[src/design/lgu_pkg.sv]
// Shared types, constants and arithmetic helpers of the loss and gradient unit.
package lgu_pkg;

  localparam int unsigned MaxRows      = 65536;
  localparam int unsigned RowCntW      = $clog2(MaxRows + 1);
  localparam int unsigned LogTableSize = 256;
  localparam int unsigned LogTblBits   = $clog2(LogTableSize);
  localparam int unsigned QDepth       = 2;
  localparam int unsigned QPtrW        = $clog2(QDepth);
  localparam int unsigned DivW         = 64;
  localparam int unsigned DvsW         = 32;
  localparam int unsigned DivCntW      = $clog2(DivW);
  localparam int unsigned LnW          = 22;
  localparam int unsigned ProdW        = 55;
  localparam int unsigned TermW        = 50;

  localparam logic [16:0] OneQ16 = 17'h10000;
  localparam logic [15:0] Ln2Q16 = 16'd45426;
  localparam logic [63:0] Ln2Q32 = 64'd2977044472;
  localparam logic signed [63:0] Max64 = 64'sh7fffffffffffffff;
  localparam logic signed [63:0] Min64 = 64'sh8000000000000000;
  localparam logic signed [31:0] Max32 = 32'sh7fffffff;
  localparam logic signed [31:0] Min32 = 32'sh80000000;

  // Register indexes, decoded from the word address.
  localparam logic RegLossMode = 1'b0;
  localparam logic RegClampEps = 1'b1;

  typedef enum logic [1:0] {
    MODE_MSE = 2'd0,
    MODE_BCE = 2'd1,
    MODE_CE  = 2'd2
  } mode_e;

  typedef struct packed {
    logic signed [31:0] predicted;
    logic signed [31:0] target;
    logic               row_end;
    logic               batch_end;
  } in_t;

  typedef struct packed {
    logic signed [31:0] gradient;
    logic signed [31:0] batch_loss;
    logic               loss_valid;
    logic               saturated;
  } out_t;

  typedef struct packed {
    logic [1:0]  loss_mode;
    logic [14:0] clamp_epsilon;
  } cfg_t;

  // One classified element, as it waits between front and back.
  typedef struct packed {
    mode_e              mode;
    logic signed [31:0] t;
    logic [31:0]        ud;
    logic [15:0]        tc;
    logic [15:0]        pc;
    logic [31:0]        at;
    logic [31:0]        ap;
    logic               neg;
    logic               pzero;
    logic signed [31:0] grad;
    logic               gsat;
    logic               row_end;
    logic               batch_end;
  } cls_t;

  typedef struct packed {
    logic signed [31:0] v;
    logic               s;
  } sat_t;

  typedef struct packed {
    logic [3:0]  k;
    logic [15:0] a;
    logic [15:0] diff;
    logic [15:0] rem;
  } ln1_t;

  typedef logic [15:0] ln_tab_t [LogTableSize+1];

  // Entries are ln(1 + i/size), found by repeated squaring and rounded to Q0.16.
  function automatic ln_tab_t build_ln_tab();
    ln_tab_t     tab;
    logic [63:0] y;
    logic [63:0] r;
    for (int i = 0; i <= LogTableSize; i++) begin
      y = (64'd1 << 30) + ((64'(i) << 30) / LogTableSize);
      r = '0;
      if (y >= (64'd1 << 31)) begin
        r = 64'd1 << 30;
      end else begin
        for (int b = 29; b >= 0; b--) begin
          y = (y * y) >> 30;
          if (y >= (64'd1 << 31)) begin
            y = y >> 1;
            r[b] = 1'b1;
          end
        end
      end
      tab[i] = 16'((r * Ln2Q32 + (64'd1 << 45)) >> 46);
    end
    return tab;
  endfunction

  localparam ln_tab_t LnTab = build_ln_tab();

  function automatic sat_t sat32(logic signed [65:0] v);
    sat_t r;
    r.s = 1'b0;
    if (v > 66'sh7fffffff) begin
      r.v = Max32;
      r.s = 1'b1;
    end else if (v < -66'sh80000000) begin
      r.v = Min32;
      r.s = 1'b1;
    end else begin
      r.v = v[31:0];
    end
    return r;
  endfunction

  function automatic logic [15:0] clamp_prob(logic signed [31:0] x, logic [15:0] lo,
                                             logic [15:0] hi);
    logic [15:0] r;
    if (x > $signed({16'b0, hi})) begin
      r = hi;
    end else if (x < $signed({16'b0, lo})) begin
      r = lo;
    end else begin
      r = x[15:0];
    end
    return r;
  endfunction

  // First log step: exponent, table pair and interpolation weight.
  function automatic ln1_t ln_stage1(logic [15:0] x);
    ln1_t                s;
    logic [3:0]          k;
    logic [31:0]         sh;
    logic [15:0]         f;
    logic [LogTblBits-1:0] idx;
    logic [LogTblBits:0]   idx1;
    k = '0;
    for (int i = 1; i < 16; i++) begin
      if (x[i]) k = 4'(i);
    end
    sh     = 32'(x) << (5'd16 - {1'b0, k});
    f      = sh[15:0];
    idx    = f[15 -: LogTblBits];
    idx1   = {1'b0, idx} + 1'b1;
    s.k    = k;
    s.a    = LnTab[idx];
    s.diff = LnTab[idx1] - LnTab[idx];
    s.rem  = 16'(32'(f) << LogTblBits);
    return s;
  endfunction

  function automatic logic signed [LnW-1:0] ln_stage2(ln1_t s);
    logic [31:0] ip;
    logic [4:0]  nk;
    logic [20:0] off;
    ip  = 32'(s.diff) * 32'(s.rem);
    nk  = 5'd16 - {1'b0, s.k};
    off = 21'(nk) * 21'(Ln2Q16);
    return $signed(LnW'(s.a)) + $signed(LnW'(ip[31:16])) - $signed(LnW'(off));
  endfunction

endpackage

[src/design/lgu_queue.sv]
// Short queue of classified elements between the front and the back.
module lgu_queue import lgu_pkg::*; (
  input  logic clk_i,
  input  logic rst_ni,
  input  logic push_i,
  input  cls_t push_data_i,
  output logic full_o,
  input  logic pop_i,
  output logic valid_o,
  output cls_t data_o
);

  cls_t             mem_q [QDepth];
  logic [QPtrW-1:0] wr_q, wr_d;
  logic [QPtrW-1:0] rd_q, rd_d;
  logic [QPtrW:0]   cnt_q, cnt_d;

  assign full_o  = (cnt_q == (QPtrW+1)'(QDepth));
  assign valid_o = (cnt_q != '0);
  assign data_o  = mem_q[rd_q];

  always_comb begin
    wr_d  = wr_q;
    rd_d  = rd_q;
    cnt_d = cnt_q;
    if (push_i) begin
      wr_d = (wr_q == QPtrW'(QDepth - 1)) ? '0 : wr_q + 1'b1;
    end
    if (pop_i) begin
      rd_d = (rd_q == QPtrW'(QDepth - 1)) ? '0 : rd_q + 1'b1;
    end
    if (push_i && !pop_i) begin
      cnt_d = cnt_q + 1'b1;
    end else if (pop_i && !push_i) begin
      cnt_d = cnt_q - 1'b1;
    end
  end

  always_ff @(posedge clk_i or negedge rst_ni) begin
    if (!rst_ni) begin
      wr_q  <= '0;
      rd_q  <= '0;
      cnt_q <= '0;
    end else begin
      wr_q  <= wr_d;
      rd_q  <= rd_d;
      cnt_q <= cnt_d;
    end
  end

  always_ff @(posedge clk_i) begin
    if (push_i) begin
      mem_q[wr_q] <= push_data_i;
    end
  end

`ifndef SYNTHESIS
  a_no_overflow: assert property (@(posedge clk_i) disable iff (!rst_ni)
    full_o && !pop_i |-> !push_i)
    else $error("queue written while full");
`endif

endmodule

[config.mk]
export PLATFORM = sky130hd
export DESIGN_NAME = lgu_queue
export DESIGN_NICKNAME = d
export VERILOG_FILES = /design/src/design/lgu_pkg.sv /design/src/design/lgu_queue.sv
export SDC_FILE = /design/constraint.sdc
export NUM_CORES = 1
export LEC_CHECK = 0
export BUFFER_PORTS_ARGS = -buffer_cell sky130_fd_sc_hd__buf_4
export CAP_MARGIN = 20
export CORE_ASPECT_RATIO = 1.75
export CORE_MARGIN = 2
export CORE_UTILIZATION = 25
export CTS_CLUSTER_SIZE = 20
export DETAILED_ROUTE_END_ITERATION = 7
export GPL_ROUTABILITY_DRIVEN = 0
export PLACE_DENSITY = 0.42
export RECOVER_POWER = 50
export SYNTH_ARGS = -nofsm -noshare
export SYNTH_HDL_FRONTEND = slang
export SYNTH_SLANG_ARGS = --single-unit
export TNS_END_PERCENT = 1
[constraint.sdc]
create_clock -name clk_i -period 22.5 [get_ports clk_i]
set_input_delay 5.625 -clock clk_i [delete_from_list [all_inputs] [get_ports clk_i]]
set_output_delay 5.625 -clock clk_i [all_outputs]
set_load 0.03 [all_outputs]
# Yosys cells after proc, flatten, opt, wreduce, memory -nomap -nowiden
# Memory sizes are Yosys's and may differ from the RTL's.
# Cells that the tools add are included.
# totals
latch_bits	0
input_bits	203
ramBits	398
mem_bits_ro	0
n_memories	1
reg_bits	4
elab_cells	21
# mem_list
memory	words	word_bits	rd	rd_clocked_by_memory_dff	wr	line	text
mem_q	2	199	1	0	1	lgu_queue.sv:13	cls_t mem_q [QDepth];
# classes
n_bitwise	0
multipliers	0
n_eq_ne	1
shift	0
n_reduce_logical	6
magnitude_cmp	0
addsub	4
div	0
mux	6
# op_table
cell	count
two-way mux 1 bit	4
two-way mux 2 bit	2
nonzero test 2 bit	2
adder 1 bit, second input constant	2
adder 2 x 1 -> 2 bit, second input constant	1
== test 2 bit, second input constant	1
logical AND 1 bit	2
zero test 1 bit	2
subtractor 2 x 1 -> 2 bit, second input constant	1

# Logic depth before layout (Yosys ltp)
# Gate-level depths: netlist of the first run.
# logic_depth
word_depth	4
mapped_depth	5
ltp_nobuf	5

# Worst setup path before layout of the first run
# No wires, ideal clock.
# synth_path
path_type	input port to flip-flop
start	in push_i
end	mem mem_q[0][0] (netlist bit), enable pin
n_path_buf	0
slack_ps	7509
stages	1
arrival_ps	14206
setup_time_ps	785
t_required_ps	21715
cell_sequence	nor2b_1
# synth_via
elab_chain_len	2
# synth_lines
item	line	text
from (decl)	lgu_queue.sv:5	input logic push_i,
two-way mux 1 bit	lgu_queue.sv:52	if (push_i) begin
two-way mux 1 bit (implied by the code)	lgu_queue.sv:53	mem_q[wr_q] <= push_data_i;
to (decl)	lgu_queue.sv:13	
# Every way passes these cells.

# Final worst setup path of the first run
# layout_path
start	in push_i
end	mem mem_q[0][145] (netlist bit), enable pin
# The elaborated chain is that of the path after synthesis.

==> results of run 1 <==
worst max-delay path by stage:
stage / to / startpoint / depth (start not counted) / slack, ns
4_1_cts: data_o[148] / rd_q / 3 / 13.35
3_3_place_gp: data_o[148] / rd_q / 3 / 13.97
5_1_grt: mem_q[0][11] / push_i / 4 / 8.31
3_5_place_dp: data_o[148] / rd_q / 3 / 13.96
2_1_floorplan: mem_q[0][0] / push_i / 1 / 7.51
6_report: mem_q[0][145] / push_i / 4 / 9.13
power by group through the flow:
stage | Clock, uW | Combinational [uW] | Sequential, uW
after floorplan | 0 | 677 | 1070
after global placement | 0 | 1010 | 1060
after global routing | 698 | 1030 | 1090
final | 645 | 974 | 1070
after detailed placement | 0 | 1010 | 1070
after CTS | 674 | 1010 | 1050
synth_stat cells:
cell type  count
edfxtp_1     398
mux2_2       199
clkbuf_8      19
dfrtp_1        4
xor2_1         4
buf_6          3
nor2b_1        2
and2_1         1
ha_1           1
inv_1          1
nor2_1         1
or2_2          1
xnor2_1        1
flip-flops by register name, indices dropped and copies added (netlist names):
name	count
rd_q	1
cnt_q	2
mem_q	398
wr_q	1
kinds of logic after synthesis:
group | share of synthesized area, %
DFF | 82.1
muxes | 15.3
buffers and inverters | 2.04
xor gates and xnor gates | 0.298
and+or+nand+nor | 0.196
adders and majority gates | 0.0852
area by class of cell:
| type | count | area (um^2) |
|---|---|---|
| fill | 5773 | 38600 |
| sequential | 402 | 12100 |
| timing repair buffer | 410 | 2870 |
| multi-input combinational | 210 | 2330 |
| clock buffer | 49 | 1060 |
| tap | 773 | 967 |
| clock inverter | 20 | 178 |
| antenna | 5 | 12.5 |
| inverter | 1 | 3.75 |
per-layer routing:
layer | global-route usage (%) | share of wire (%) | vias up
met5 | 0 | 0.17 | -
met4 | 5.28 | 3.6 | 10
met3 | 3.82 | 7.6 | 67
met2 | 23.5 | 57 | 273
met1 | 10.7 | 32 | 3755
li1 | - | - | 3397
worst max-delay path, delay by kind of cell:
| family | cells | cell delay (ns) |
|---|---|---|
| buffers and inverters | 3 | 7.52 |
| and+or+nand+nor | 1 | 0.17 |
cells in the final DEF (no fill, tap or decap):
cell       count
inv_6          1
clkbuf_1      62
bufinv_16      3
diode_2        5
xnor2_1        1
inv_1          1
mux2_2       199
xor2_1         4
or2_2          1
nor2b_1        2
and2_0         1
buf_1          1
clkinv_4       2
buf_4        207
clkbuf_4     148
clkinv_2       7
clkbuf_16     41
edfxtp_1     398
dfrtp_4        1
nor2_1         1
dfrtp_1        3
clkinv_1       7
ha_1           1
stage by stage:
stage,total power (uW),utilization (%),area (um^2),setup slack (ns),instances
2_1_floorplan,1750,-,14700,7.51,635
3_3_place_gp,2070,31.8,18500,13.97,1796
3_5_place_dp,2070,31.8,18500,13.96,1796
4_1_cts,2740,33.9,19700,13.35,1865
5_1_grt,2810,33.5,19500,8.31,1869
6_report,2680,33.5,19500,9.13,1870
==> impl_metrics.toml, run 1 <==
[run_status]
status = "complete, but fails checks"
failed_checks = "capacitance limit, slew limit"

[routing]
drc = 0
initialDrtViolationCount = 299
wire_per_inst_um = 19.6
ant_nets = 0
dr_total_vias = 7502
first_pass_iters = 4
drt-total-wl_um = 36700
viasPerCell = 4.01

[sta]
setup-violations-final = 0
fin_crit_sh_pct = 59.4
timing.hold.ws_ns = 0.488
fin_setup_tns_ns = 0
rsz0062_at_grt = "false"
hold_viol_final = 0
tightest_slew_ns = 8.63
timing_max_transition_violations_final = 184
period_needed_ns = 13.37
relSlewSlack_pct = -475
max_freq_mhz = 74.8
clock_skew_ns = 0.0141

[critical_path]
r2r-end = "mem_q[0][145]"
cp_cell_sequence = "clkbuf_1 -> nor2b_1 -> clkbuf_1 -> buf_4"
r2r_setup_slack_ns = 14.07
crit_arrival_ns = 13.53
critPathCaptureType = "flop"
worstPathMaxFanout = 136
reg2reg_from = "wr_q"
required_ns = 22.66
critPathKind = "input pin to flop"
rr_worst_depth = 3
max_stage_delay_ns = 5.95
crit_top_cell = "clkbuf_1"
start_kind = "input pin"
slowest_stage = "clkbuf_1"

[floorplanning]
coreArea_um2 = 58100
die_area_um2 = 60700
die_w_um = 187
rows = 117
initial_core_util_pct = 25.3
io_pins = 404
die_h_um = 325

[pwr]
p_sw_uw = 930
ir_worst_vdd_v = 0.0000806
internal_power_uw = 1750
power_density_nw_per_um2 = 138
switching_share_pct = 34.7
clkPwrFrac_pct = 24.0
seqPwrFrac_pct = 39.7
p_leak_uw = 0.00696
p_comb_share_pct = 36.3

[finish]
area_delta_synth_final_pct = 32.7
drive_gt1_share_pct = 55.9
final_nets = 1270

[synthesis]
synth_top_area_share_pct = 81.4
yosysSeqAreaShare_pct = 82.1
ys_warn_count = 0
synth_nets = 839
ys_ff_latch = 402
synth_top_cell_by_area = "edfxtp_1"
synth.distinct_cells = 13
synth.area.top_cells = "edfxtp_1 (81%), mux2_2 (15%), clkbuf_8 (1.8%)"
syn_inst = 635
synth.avg_cell_area_um2 = 23.1
syn_area_um2 = 14700

[clock_network]
clk_latency_ns = 0.54
cts_max_level = 2
cts_tree = "built"
clockBufferDepth = 3
cts_made_buffers = 41
clock_sinks = 402
ctsHoldBuffers = 0
postCtsResizedCells = 0
root_buffer = "clkbuf_16"
post_cts_buffers = 0
cts.clk_slew.worst_paths_ns = 0.06

[min_path]
min_to = "wr_q"
min_path_cells = 1
hold_class = "flop to flop"
hold_path_startpoint = "wr_q"

[placed_design]
detailed_place_hpwl_um = 24700
portBuffers = 403

[grt]
grt_pass1_wl_um = 53500
antenna_found_initial = 9
grt_pass1_vias = 8295
grt_max_degree = 137
gr-total-overflow = 0
track_usage_pct = 11.9

[job]
maxCapViolCount = 2
Power figures use the tool's default switching activity.
==> inputs of run 2 (changes only) <==
==> constraint.sdc (replaced) <==
create_clock -name clk_i -period 13.07 [get_ports clk_i]
set_input_delay 3.2675 -clock clk_i [delete_from_list [all_inputs] [get_ports clk_i]]
set_output_delay 3.2675 -clock clk_i [all_outputs]
set_load 0.03 [all_outputs]
==> impl_metrics.toml, run 2 (synthesis results as in run 1) <==
[run_status]
status = "complete, but fails checks"
failed_checks = "capacitance limit, slew limit"

[sta]
fin_crit_sh_pct = 58.5
clock_skew_ns = 0.0154
timing_max_transition_violations_final = 47
setup-violations-final = 0
fin_setup_tns_ns = 0
period_needed_ns = 7.64
max_freq_mhz = 131
tightest_slew_ns = 3.56
relSlewSlack_pct = -137
hold_viol_final = 0
rsz0062_at_grt = "false"

[pwr]
ir_worst_vdd_v = 0.000106
power_density_nw_per_um2 = 237
finalPower_uw = 4630
p_leak_uw = 0.00701

[finish]
largest_reg_flops = 398
final_cells = 1875
drive_gt1_share_pct = 56.7
final_nets = 1270
fin_area_um2 = 19600
regMostFlops = "mem_q"
layout_common_cells = "edfxtp_1 (398), buf_4 (208), mux2_2 (199)"
area_delta_synth_final_pct = 33.4
reg_top3 = "mem_q: 398 flops, cnt_q: 2 flops"
layout.cells.most_common = "edfxtp_1"

[routing]
ant_nets = 0
wl_met3_um = 2910
first_pass_iters = 4
wire_per_inst_um = 20.5
dr_wl_met2_um = 22500
drc = 0
viasPerCell = 4.02
drt-total-wl_um = 38500
dr_total_vias = 7538
initialDrtViolationCount = 316
routedLengthMet1_um = 11800
top_layer = "met5"

[floorplanning]
io_pins = 404
die_h_um = 325
rows = 117
coreArea_um2 = 58100
initial_core_util_pct = 25.3
die_w_um = 187
die_area_um2 = 60700

[placed_design]
dp.cells = 1797
portBuffers = 403
detailed_place_hpwl_um = 26800
dpl_cell_area_um2 = 18500

[grt]
grt_pass1_wl_um = 54900
grt_max_degree = 145
antenna_found_initial = 11
track_usage_pct = 12.3
grt_pass1_vias = 8211
gr-total-overflow = 0

[critical_path]
worstPathMaxFanout = 62
r2r-end = "mem_q[1][11]"
start_kind = "input pin"
crit_arrival_ns = 7.79
rr_worst_depth = 3
crit_start = "push_i"
required_ns = 13.22
r2r_setup_slack_ns = 7.97
critPathCaptureType = "flop"
reg2reg_from = "wr_q"
critPathKind = "input pin to flop"

[clock_network]
cts.clk_slew.worst_paths_ns = 0.06
cts_max_level = 2
clockBufferDepth = 3
ctsHoldBuffers = 0
clk_latency_ns = 0.54
cts_tree = "built"
cts_made_buffers = 40
root_buffer = "clkbuf_16"
postCtsResizedCells = 0
post_cts_buffers = 0
clock_sinks = 402

[min_path]
min_to = "cnt_q[1]"
hold_path_startpoint = "cnt_q[1]"
hold_class = "flop to flop"
min_path_cells = 1

[job]
maxCapViolCount = 1
-- run 2: cell types whose count changed in the layout (fill, tap and decap cells not counted) --
| cell | change |
|---|---|
| buf_12 | +1 |
| buf_4 | +1 |
| bufinv_16 | +2 |
| clkbuf_1 | -7 |
| clkbuf_4 | +3 |
| clkinv_1 | -1 |
| clkinv_2 | +3 |
| clkinv_4 | -2 |
| clkinvlp_4 | +1 |
| diode_2 | +3 |
| inv_6 | +1 |
-- run 2: area by class of cell --
| class | count | area, um^2 |
|---|---|---|
| diodes | 8 | 20.0 |
| multi-input cells | 210 | 2330 |
| inverters | 1 | 3.75 |
| clock buffers | 46 | 1040 |
| repair buffers | 411 | 2910 |
| clock inverters | 24 | 248 |
| flip-flops and latches | 402 | 12100 |
| fillers | 5698 | 38500 |
| well taps | 773 | 967 |
-- run 2: where the power goes --
part	switching, uW	internal (uW)
clock	481	672
combinational	1030	645
sequential	86.1	1720
-- run 2: worst max path at each step --
stage,endpoint,cells past startpoint
after detailed placement,data_o[81],4
final,mem_q[1][11],4
after CTS,data_o[81],4
after global placement,data_o[3],4
after global routing,mem_q[1][193],4
after floorplan,mem_q[0][0],1
-- run 2: worst max-delay path: stages --
cell and delay, ns:
clkbuf_1 0.16, and2_0 2.57, buf_4 0.88, buf_4 0.80
-- run 2: routing by layer --
| layer | track usage (%) | up-vias |
|---|---|---|
| li1 | - | 3408 |
| met1 | 10.8 | 3765 |
| met2 | 24.8 | 298 |
| met3 | 4.05 | 61 |
| met4 | 5.23 | 6 |
| met5 | 0 | - |
-- run 2: per-stage QoR --
step                hold slack (ns)  setup WS [ns]  util [%]
finish                        0.482           5.43      33.7
global route                  0.509           4.80      33.7
floorplan                     0.447          0.436         -
detailed placement            0.475           6.70      31.8
global placement              0.470           6.74      31.8
CTS                           0.486           6.09      34.0
