**config.mk**
```make
export PLATFORM = sky130hd
export DESIGN_NAME = lgu_front
export DESIGN_NICKNAME = d
export VERILOG_FILES = /design/src/design/lgu_pkg.sv /design/src/design/lgu_front.sv
export SDC_FILE = /design/constraint.sdc
export NUM_CORES = 1
export LEC_CHECK = 0
export ABC_AREA = 1
export BUFFER_PORTS_ARGS = -buffer_cell sky130_fd_sc_hd__buf_2
export CAP_MARGIN = 10
export CORE_ASPECT_RATIO = 0.5
export CORE_MARGIN = 5
export CORE_UTILIZATION = 30
export DETAILED_ROUTE_END_ITERATION = 10
export GPL_TIMING_DRIVEN = 0
export PLACE_DENSITY = 0.65
export SETUP_SLACK_MARGIN = 0.05
export SYNTH_ARGS = -nofsm -noshare
export SYNTH_HDL_FRONTEND = slang
export SYNTH_SLANG_ARGS = --single-unit
```
**constraint.sdc**
```tcl
create_clock -name vclk -period 3.1
set_clock_uncertainty 0.05 [all_clocks]
set_input_delay 0.155 -clock vclk [all_inputs]
set_output_delay 0.155 -clock vclk [all_outputs]
set_load 0.02 [all_outputs]
```
**src/design/lgu_pkg.sv**
```systemverilog
// Shared types, constants and arithmetic helpers of the loss and gradient unit.
package lgu_pkg;

  localparam int unsigned MaxRows      = 65536;
  localparam int unsigned RowCntW      = $clog2(MaxRows + 1);
  localparam int unsigned LogTableSize = 256;
  localparam int unsigned LogTblBits   = $clog2(LogTableSize);
  localparam int unsigned QDepth       = 2;
  localparam int unsigned QPtrW        = $clog2(QDepth);
  localparam int unsigned DivW         = 64;
  localparam int unsigned DvsW         = 32;
  localparam int unsigned DivCntW      = $clog2(DivW);
  localparam int unsigned LnW          = 22;
  localparam int unsigned ProdW        = 55;
  localparam int unsigned TermW        = 50;

  localparam logic [16:0] OneQ16 = 17'h10000;
  localparam logic [15:0] Ln2Q16 = 16'd45426;
  localparam logic [63:0] Ln2Q32 = 64'd2977044472;
  localparam logic signed [63:0] Max64 = 64'sh7fffffffffffffff;
  localparam logic signed [63:0] Min64 = 64'sh8000000000000000;
  localparam logic signed [31:0] Max32 = 32'sh7fffffff;
  localparam logic signed [31:0] Min32 = 32'sh80000000;

  // Register indexes, decoded from the word address.
  localparam logic RegLossMode = 1'b0;
  localparam logic RegClampEps = 1'b1;

  typedef enum logic [1:0] {
    MODE_MSE = 2'd0,
    MODE_BCE = 2'd1,
    MODE_CE  = 2'd2
  } mode_e;

  typedef struct packed {
    logic signed [31:0] predicted;
    logic signed [31:0] target;
    logic               row_end;
    logic               batch_end;
  } in_t;

  typedef struct packed {
    logic signed [31:0] gradient;
    logic signed [31:0] batch_loss;
    logic               loss_valid;
    logic               saturated;
  } out_t;

  typedef struct packed {
    logic [1:0]  loss_mode;
    logic [14:0] clamp_epsilon;
  } cfg_t;

  // One classified element, as it waits between front and back.
  typedef struct packed {
    mode_e              mode;
    logic signed [31:0] t;
    logic [31:0]        ud;
    logic [15:0]        tc;
    logic [15:0]        pc;
    logic [31:0]        at;
    logic [31:0]        ap;
    logic               neg;
    logic               pzero;
    logic signed [31:0] grad;
    logic               gsat;
    logic               row_end;
    logic               batch_end;
  } cls_t;

  typedef struct packed {
    logic signed [31:0] v;
    logic               s;
  } sat_t;

  typedef struct packed {
    logic [3:0]  k;
    logic [15:0] a;
    logic [15:0] diff;
    logic [15:0] rem;
  } ln1_t;

  typedef logic [15:0] ln_tab_t [LogTableSize+1];

  // Entries are ln(1 + i/size), found by repeated squaring and rounded to Q0.16.
  function automatic ln_tab_t build_ln_tab();
    ln_tab_t     tab;
    logic [63:0] y;
    logic [63:0] r;
    for (int i = 0; i <= LogTableSize; i++) begin
      y = (64'd1 << 30) + ((64'(i) << 30) / LogTableSize);
      r = '0;
      if (y >= (64'd1 << 31)) begin
        r = 64'd1 << 30;
      end else begin
        for (int b = 29; b >= 0; b--) begin
          y = (y * y) >> 30;
          if (y >= (64'd1 << 31)) begin
            y = y >> 1;
            r[b] = 1'b1;
          end
        end
      end
      tab[i] = 16'((r * Ln2Q32 + (64'd1 << 45)) >> 46);
    end
    return tab;
  endfunction

  localparam ln_tab_t LnTab = build_ln_tab();

  function automatic sat_t sat32(logic signed [65:0] v);
    sat_t r;
    r.s = 1'b0;
    if (v > 66'sh7fffffff) begin
      r.v = Max32;
      r.s = 1'b1;
    end else if (v < -66'sh80000000) begin
      r.v = Min32;
      r.s = 1'b1;
    end else begin
      r.v = v[31:0];
    end
    return r;
  endfunction

  function automatic logic [15:0] clamp_prob(logic signed [31:0] x, logic [15:0] lo,
                                             logic [15:0] hi);
    logic [15:0] r;
    if (x > $signed({16'b0, hi})) begin
      r = hi;
    end else if (x < $signed({16'b0, lo})) begin
      r = lo;
    end else begin
      r = x[15:0];
    end
    return r;
  endfunction

  // First log step: exponent, table pair and interpolation weight.
  function automatic ln1_t ln_stage1(logic [15:0] x);
    ln1_t                s;
    logic [3:0]          k;
    logic [31:0]         sh;
    logic [15:0]         f;
    logic [LogTblBits-1:0] idx;
    logic [LogTblBits:0]   idx1;
    k = '0;
    for (int i = 1; i < 16; i++) begin
      if (x[i]) k = 4'(i);
    end
    sh     = 32'(x) << (5'd16 - {1'b0, k});
    f      = sh[15:0];
    idx    = f[15 -: LogTblBits];
    idx1   = {1'b0, idx} + 1'b1;
    s.k    = k;
    s.a    = LnTab[idx];
    s.diff = LnTab[idx1] - LnTab[idx];
    s.rem  = 16'(32'(f) << LogTblBits);
    return s;
  endfunction

  function automatic logic signed [LnW-1:0] ln_stage2(ln1_t s);
    logic [31:0] ip;
    logic [4:0]  nk;
    logic [20:0] off;
    ip  = 32'(s.diff) * 32'(s.rem);
    nk  = 5'd16 - {1'b0, s.k};
    off = 21'(nk) * 21'(Ln2Q16);
    return $signed(LnW'(s.a)) + $signed(LnW'(ip[31:16])) - $signed(LnW'(off));
  endfunction

endpackage

```
**src/design/lgu_front.sv**
```systemverilog
// Input side: takes elements and classifies them by loss mode for the queue.
module lgu_front import lgu_pkg::*; (
  input  logic in_valid_i,
  input  in_t  in_data_i,
  output logic in_stall_o,
  input  cfg_t cfg_i,
  input  logic q_full_i,
  output logic push_o,
  output cls_t push_data_o
);

  logic signed [31:0] p;
  logic signed [31:0] t;
  logic [15:0]        eps;
  logic [15:0]        hi;
  logic signed [32:0] d;
  sat_t               gs_mse;
  mode_e              mode;

  assign p   = in_data_i.predicted;
  assign t   = in_data_i.target;
  assign eps = (cfg_i.clamp_epsilon == '0) ? 16'd1 : {1'b0, cfg_i.clamp_epsilon};
  assign hi  = 16'(OneQ16 - 17'(eps));
  assign d   = $signed({p[31], p}) - $signed({t[31], t});
  assign gs_mse = sat32(66'(d) <<< 1);

  always_comb begin
    unique case (cfg_i.loss_mode)
      MODE_BCE: mode = MODE_BCE;
      MODE_CE:  mode = MODE_CE;
      default:  mode = MODE_MSE;
    endcase
  end

  always_comb begin
    push_data_o           = '0;
    push_data_o.mode      = mode;
    push_data_o.t         = t;
    push_data_o.ud        = d[32] ? 32'(-d) : 32'(d);
    push_data_o.tc        = clamp_prob(t, eps, hi);
    push_data_o.pc        = clamp_prob(p, eps, hi);
    push_data_o.at        = t[31] ? 32'(-t) : 32'(t);
    push_data_o.ap        = p[31] ? 32'(-p) : 32'(p);
    push_data_o.neg       = (t[31] == p[31]);
    push_data_o.pzero     = (p == '0);
    push_data_o.row_end   = in_data_i.row_end;
    push_data_o.batch_end = in_data_i.batch_end;
    push_data_o.grad      = '0;
    push_data_o.gsat      = 1'b0;
    if (mode == MODE_MSE) begin
      push_data_o.grad = gs_mse.v;
      push_data_o.gsat = gs_mse.s;
    end else if (mode == MODE_CE && p == '0) begin
      // A zero divisor pins the gradient to a rail (zero for a zero target).
      push_data_o.gsat = 1'b1;
      if (t > 0) begin
        push_data_o.grad = Min32;
      end else if (t < 0) begin
        push_data_o.grad = Max32;
      end
    end
  end

  assign push_o     = in_valid_i && !q_full_i;
  assign in_stall_o = q_full_i;

endmodule

```
# After elaboration in Yosys (flattened, before gate mapping)
# Index checks and enable logic that the tools add are counted.
[totals]
reg_bits = 0
ram_bits = 0
memories = 0
word_cells = 39
out_inout_bits = 201
rom_bits = 0
latchBits = 0
[op_classes]
n_addsub = 5
n_reduce_logical = 6
n_lt_le_gt_ge = 8
n_eq_ne = 4
mul = 0
bitwise_logic = 0
n_div = 0
muxes = 16
shifts = 0
[op_table]
columns = ["op", "n"]
rows = [
  ["$mux 32", 5],
  ["$mux 33", 3],
  ["$neg 32->32", 3],
  ["$gt 32x17->1", 2],
  ["$lt 32x16->1", 2],
  ["$mux 16", 4],
  ["$gt 34x32->1 const B", 1],
  ["$lt 34x32->1 const B", 1],
  ["$sub 32x32->33", 1],
  ["$gt 32x1->1 const B", 1],
  ["$logic_not 32->1", 1],
  ["$lt 32x1->1 const B", 1],
  ["$mux 31", 1],
  ["$sub 1x15->16 const A", 1],
  ["$logic_not 15->1", 1],
  ["$mux 15", 1],
  ["$eq 2x2->1 const B", 2],
  ["$pmux 2 s2", 1],
  ["$eq 2x1->1 const B", 1],
  ["$logic_and 1x1->1", 2],
  ["$logic_not 2->1", 1],
  ["$eq 1x1->1", 1],
  ["$logic_not 1->1", 1],
  ["$mux 1", 1],
]

# Depth between registers and ports, before layout
# Gate-level depths: netlist (run 1).
[logic_depth]
depth_word = 6
depth_mapped = 25
mapped_depth_nobuf = 24

# Worst setup path after synthesis (run 1)
# Ideal clock, no wire load.
[synth_timing]
path_type = "input to output"
start = "input cfg_i[4] in the netlist's numbering"
end = "output push_data_o[116] in the netlist's numbering"
arrival_time_ps = 3232
path_buffers = 1
slack_ps = -337
path_stages = 21
path_cell_list = "inv_1 -> nand3_1 -> nor2_1 -> nand2_1 -> nand2_1 -> inv_1 -> ha_1 -> inv_1 -> nor2_1 -> nand2_1 -> nor4_1 -> xor2_1 -> inv_1 -> ha_1 -> a21oi_1 -> nor2_1 -> a2111oi_0 -> nand3_2 -> nand3_2 -> buf_4 -> o21ai_0"
[synth_rtl]
columns = ["element", "line", "text"]
rows = [
  ["start, declared", "lgu_front.sv:6", "input cfg_t cfg_i,"],
  ["end, declared", "lgu_front.sv:9", "output cls_t push_data_o"],
]

==> impl_metrics.tcl, run 1 <==
set metrics [dict create \
    status "complete, but fails checks" \
    violations "negative setup slack" \
    synthToLayoutAreaGrowth_pct 55.7 \
    drtAntennaViolNets 0 \
    crit_buf_inv 8 \
    vias 12600 \
    min_period_ns 3.41 \
    tightest_slew_ns 0.748 \
    cts_hold_buf 0 \
    design.core.area_mm2 0.0287 \
    overflow 0 \
    postSynthAreaPerCell_um2 5.02 \
    power.leakage_uw 0.00728 \
    worst_setup_path_start_kind "primary input" \
    cpPeakStageDelay_ns 0.32 \
    arrival_ns 3.21 \
    finalCritPeriodShare 1.10 \
    nClkBuffers 0 \
    cp_data_required_time_ns 2.89 \
    critPathTopFamily "simple AND/OR/NAND/NOR gates" \
    antennaDiodeCount 0 \
    rsz0062_at_grt "yes" \
    report.final.setup_viol 35 \
    first_global_vias 11200 \
    final_nets 2279 \
    critical_path_class "primary input to primary output" \
    grtUsageMet2 0.403 \
    yosysWarnings 0 \
    synth_cells 1728 \
    die_w_um 250 \
    worst_setup_path_end_kind "primary output" \
    hold_class "primary input to primary output" \
    relSlewSlack 0.501 \
    antenna_found_initial 0 \
    slew_viol_final 0 \
    drc 0 \
    final.setup.tns_ns -8.41 \
    layout_common_cells "nand2_1, inv_1, buf_2" \
    finalHoldViolCount 0 \
    cp-startpoint "cfg_i[10]" \
    ys_seq_area_frac 0 \
    fin_ws_ns -0.315 \
    worstHoldEndpoint "push_data_o[1]" \
    cp_max_fo 6 \
    synthDistinctLibCells 43 \
    wl_um 41800 \
    start_util 0.302 \
    seq_cells 0 \
    dr.pass1.iters 5 \
    met1_usage 0.294 \
    place_congestion 0.982 \
    post-dp-hpwl_um 34100 \
    die_area_mm2 0.0326 \
    max_freq_mhz 293 \
    drt_iter0_drc 998 \
    crit_path_frequent_cell "nand2_2" \
    grt_usage 0.230 \
    port_buffers 284 \
    hold_depth 2 \
    hold_slack_ns 0.479 \
    path_depth 26 \
    drv_cap 0 \
    io_pins 286 \
    layout_commonest_cell "nand2_1" \
    grt_max_degree 11 \
    ir_worst_vdd_uv 178 \
    final_layout_size_suffix_gt1_frac 0.364 \
    rows 44 \
    grt_use_met3 0.0269 \
    post_drt_wl_per_cell_um 16.8 \
    via_per_inst 5.05 \
    crit_slowest_cell "ha_2" \
    pwr_density_cell_mw_per_mm2 277 \
    die_h_um 130 \
    grt.busiest_layer "met2" \
    grt_pass1_wl_um 60700 \
    synth_area_mm2 0.00867 \
    ff_latch_area_um2 0 \
    holdCritStartpoint "in_data_i[1]" \
]
[kinds of logic (layout without fill, tap and decap cells)]
kind of cell / after synthesis / after routing / synth area share
other: 1 / 2 / 0.000433
adders and majority gates: 95 / 95 / 0.138
buffers and inverters: 363 / 731 / 0.179
AOI/OAI and AO/OA: 128 / 128 / 0.0813
xor gates and xnor gates: 92 / 92 / 0.0947
and+or+nand+nor: 1049 / 1049 / 0.506
[how the worst max path moves through the flow]
stage,to,slack [ns]
finish,push_data_o[111],-0.31
global placement,push_data_o[129],-1.41
global route,push_data_o[129],-0.47
floorplan,push_data_o[124],0.04
detailed placement,push_data_o[129],-1.48
CTS,push_data_o[114],-0.23
[report_power, final]
part,leakage [uW],internal [uW],switching [uW]
Sequential,0,0,0
Combinational,0.00728,1380,2350
Clock,0,0,0
Total,0.00728,1380,2350
[cells in the mapped netlist (all sizes together) (3+ instances only)]
cell type / instances / area (um2)
clkbuf: 16 / 60.1
o21ai: 61 / 317
nand3: 117 / 601
nand4: 64 / 400
and2: 4 / 25.0
inv: 294 / 1100
xnor2: 11 / 96.3
a21oi: 49 / 249
nand2: 634 / 2390
ha: 94 / 1180
nor4: 8 / 50.1
nor3: 26 / 135
o211ai: 3 / 22.5
nor2: 189 / 738
nand3b: 4 / 30.0
buf: 52 / 388
o31ai: 5 / 37.5
xor2: 81 / 724
[cell type report]
class	instances	area, um2
Timing Repair Buffer	369	2690
Inverter	295	1170
Tap cell	391	489
Fill cell	3037	15200
Buffer	67	510
Multi-Input combinational cell	1366	8630
[routing by layer]
metal / part of all wire / wire length, um / up-vias
li1: - / - / 6154
met1: 0.42 / 17600 / 5769
met2: 0.47 / 19600 / 520
met3: 0.067 / 2780 / 114
met4: 0.044 / 1860 / 0
met5: 0 / 0 / -
[metrics by stage]
stage / instances / total power, uW / setup WS [ns] / utilization / instance area, um2
6_report: 2488 / 3740 / -0.315 / 0.469 / 13500
5_1_grt: 2488 / 4010 / -0.469 / 0.469 / 13500
4_1_cts: 2453 / 3250 / -0.227 / 0.425 / 12200
3_5_place_dp: 2404 / 2920 / -1.48 / 0.371 / 10700
3_3_place_gp: 2404 / 2910 / -1.41 / 0.371 / 10700
2_1_floorplan: 1729 / 1920 / 0.0413 / - / 8760
[repair_timing]
| item | in CTS | in global routing |
|---|---|---|
| setup buffers | 47 | 31 |
| endpoints found under the setup margin | 99 | 101 |
| gates cloned | 3 | 4 |
| pin swaps | 35 | 74 |
| resized for setup | 321 | 299 |
(Power assumes the default switching activity.)
==> run 2, diff against run 1 <==
GPL_TIMING_DRIVEN = 1   (was 0)
==> run 2 against run 1 <==
Against the previous run: the flow still finishes with violations (negative setup slack); fmax rose by 0.91%; combinational power is 6.4% higher; total power rose by 6.6%; setup slack better by 0.031 ns; largest power group unchanged.
==> impl_metrics.tcl, run 2 (same netlist as run 1, synthesis figures left out) <==
set metrics [dict create \
    finalHoldViolCount 0 \
    design.core.area_mm2 0.0287 \
    p_sw_frac 0.610 \
    start_util 0.302 \
    final.setup.tns_ns -7.57 \
    max_freq_mhz 295 \
    hold_class "primary input to primary output" \
    antenna_found_initial 5 \
    min_period_ns 3.38 \
    pwr-share-seq 0 \
    hold_depth 0 \
    wl_met3_um 3600 \
    io_pins 286 \
    layout_commonest_cell "nand2_1" \
    report.final.setup_viol 32 \
    die_w_um 250 \
    grt_usage 0.250 \
    crit_path_frequent_cell "nand2_2" \
    overflow 0 \
    arrival_ns 3.18 \
    pwr-share-clk 0 \
    vias 13200 \
    die_h_um 130 \
    utilization 0.505 \
    nClkBuffers 0 \
    layout_common_cells "nand2_1, buf_4, inv_1" \
    cpPeakStageDelay_ns 0.32 \
    critical_path_class "primary input to primary output" \
    dp.cells 2540 \
    post-place-ws_ns -0.654 \
    fin_cells 2613 \
    drv_cap 0 \
    cts_hold_buf 0 \
    finalCritPeriodShare 1.09 \
    relSlewSlack 0.550 \
    met1Wirelength_um 19400 \
    internal-power_uw 1550 \
    cp_max_fo 5 \
    place_congestion 1.07 \
    post-dp-hpwl_um 37200 \
    pwr_density_cell_mw_per_mm2 274 \
    grt_pass1_wl_um 65100 \
    holdCritStartpoint "in_data_i[1]" \
    first_global_vias 11700 \
    cp_data_required_time_ns 2.89 \
    drt_iter0_drc 1059 \
    rsz0062_at_grt "yes" \
    worstHoldEndpoint "push_data_o[1]" \
    violations "negative setup slack" \
    seq_cells 0 \
    dr.max_layer_used "met5" \
    worst_setup_path_end_kind "primary output" \
    drc 0 \
    slew_viol_final 0 \
    ir_worst_vdd_uv 239 \
    final_nets 2401 \
    port_buffers 282 \
    power.leakage_uw 0.00801 \
    dr.pass1.iters 6 \
    tightest_slew_ns 0.675 \
    status "complete, but fails checks" \
    crit_slowest_cell "a2111oi_4" \
    drtAntennaViolNets 0 \
    post_drt_wl_per_cell_um 17.8 \
    wl_um 46500 \
    worst_setup_path_start_kind "primary input" \
    wl_met2_um 21500 \
    final_layout_size_suffix_gt1_frac 0.407 \
    die_area_mm2 0.0326 \
    grt_max_degree 31 \
    comb_power_share 1.000 \
    fin_ws_ns -0.284 \
    ff_latch_area_um2 0 \
    synthToLayoutAreaGrowth_pct 67.6 \
    via_per_inst 5.06 \
    p_sw_uw 2430 \
    rows 44 \
]
[run 2: cell count changes in the layout (fill, tap and decap cells not counted), moves of 12 or more]
| cell | delta |
|---|---|
| nand2_4 | +12 |
| nand3_1 | -13 |
| nand3_2 | +12 |
| buf_4 | +121 |
| buf_2 | +20 |
[run 2: area by class of cell]
class	count	area [um2]
fillers	2965	14200
diodes	3	7.51
multi-input cells	1368	8750
repair buffers	556	4150
inverters	295	1130
well taps	391	489
[run 2: power by group through the flow]
stage	clock (uW)	sequential [uW]	combinational (uW)
floorplan	0	0	1920
global placement	0	0	3170
detailed placement	0	0	3170
CTS	0	0	3450
global route	0.000130	0	4270
finish	0.000130	0	3980
[run 2: how the worst max path moves through the flow]
stage                         start  cells after the start  slack [ns]          endpoint
final                      cfg_i[5]                     25       -0.28  push_data_o[110]
after global routing      cfg_i[11]                     24       -0.51  push_data_o[104]
after CTS                 cfg_i[12]                     27       -0.19  push_data_o[112]
after detailed placement   cfg_i[9]                     25       -0.65  push_data_o[120]
after global placement     cfg_i[9]                     25       -0.60  push_data_o[118]
after floorplan            cfg_i[1]                     22        0.04  push_data_o[124]
[run 2: repair_timing]
| action | in CTS | in global routing |
|---|---|---|
| gates resized for setup | 208 | 344 |
| setup endpoints to repair | 82 | 105 |
| endpoints found under the hold margin | 0 | 0 |
| cloned | 5 | 4 |
| pin swaps | 53 | 105 |
| buffers inserted | 28 | 37 |
[run 2: per-stage QoR]
| stage | hold slack (ns) | cell area, um2 | total power, uW |
|---|---|---|---|
| after floorplan | 0.340 | 8760 | 1920 |
| after global placement | 0.260 | 11800 | 3170 |
| after detailed placement | 0.260 | 11800 | 3170 |
| after CTS | 0.260 | 12900 | 3450 |
| after global routing | 0.260 | 14500 | 4270 |
| final | 0.260 | 14500 | 3980 |
[run 2: critical path: cells and delay by family]
kind            cells  cell delay (ns)
compound gates      1             0.32
xor+xnor            1             0.25
fa+ha+maj           2             0.38
buf+inv             8             0.74
simple gates       13             1.32
[run 2: routing by layer]
metal	up-vias	global-route usage
met5	-	0
met4	2	0.0782
met3	143	0.0263
met2	590	0.433
met1	6105	0.331
li1	6386	-
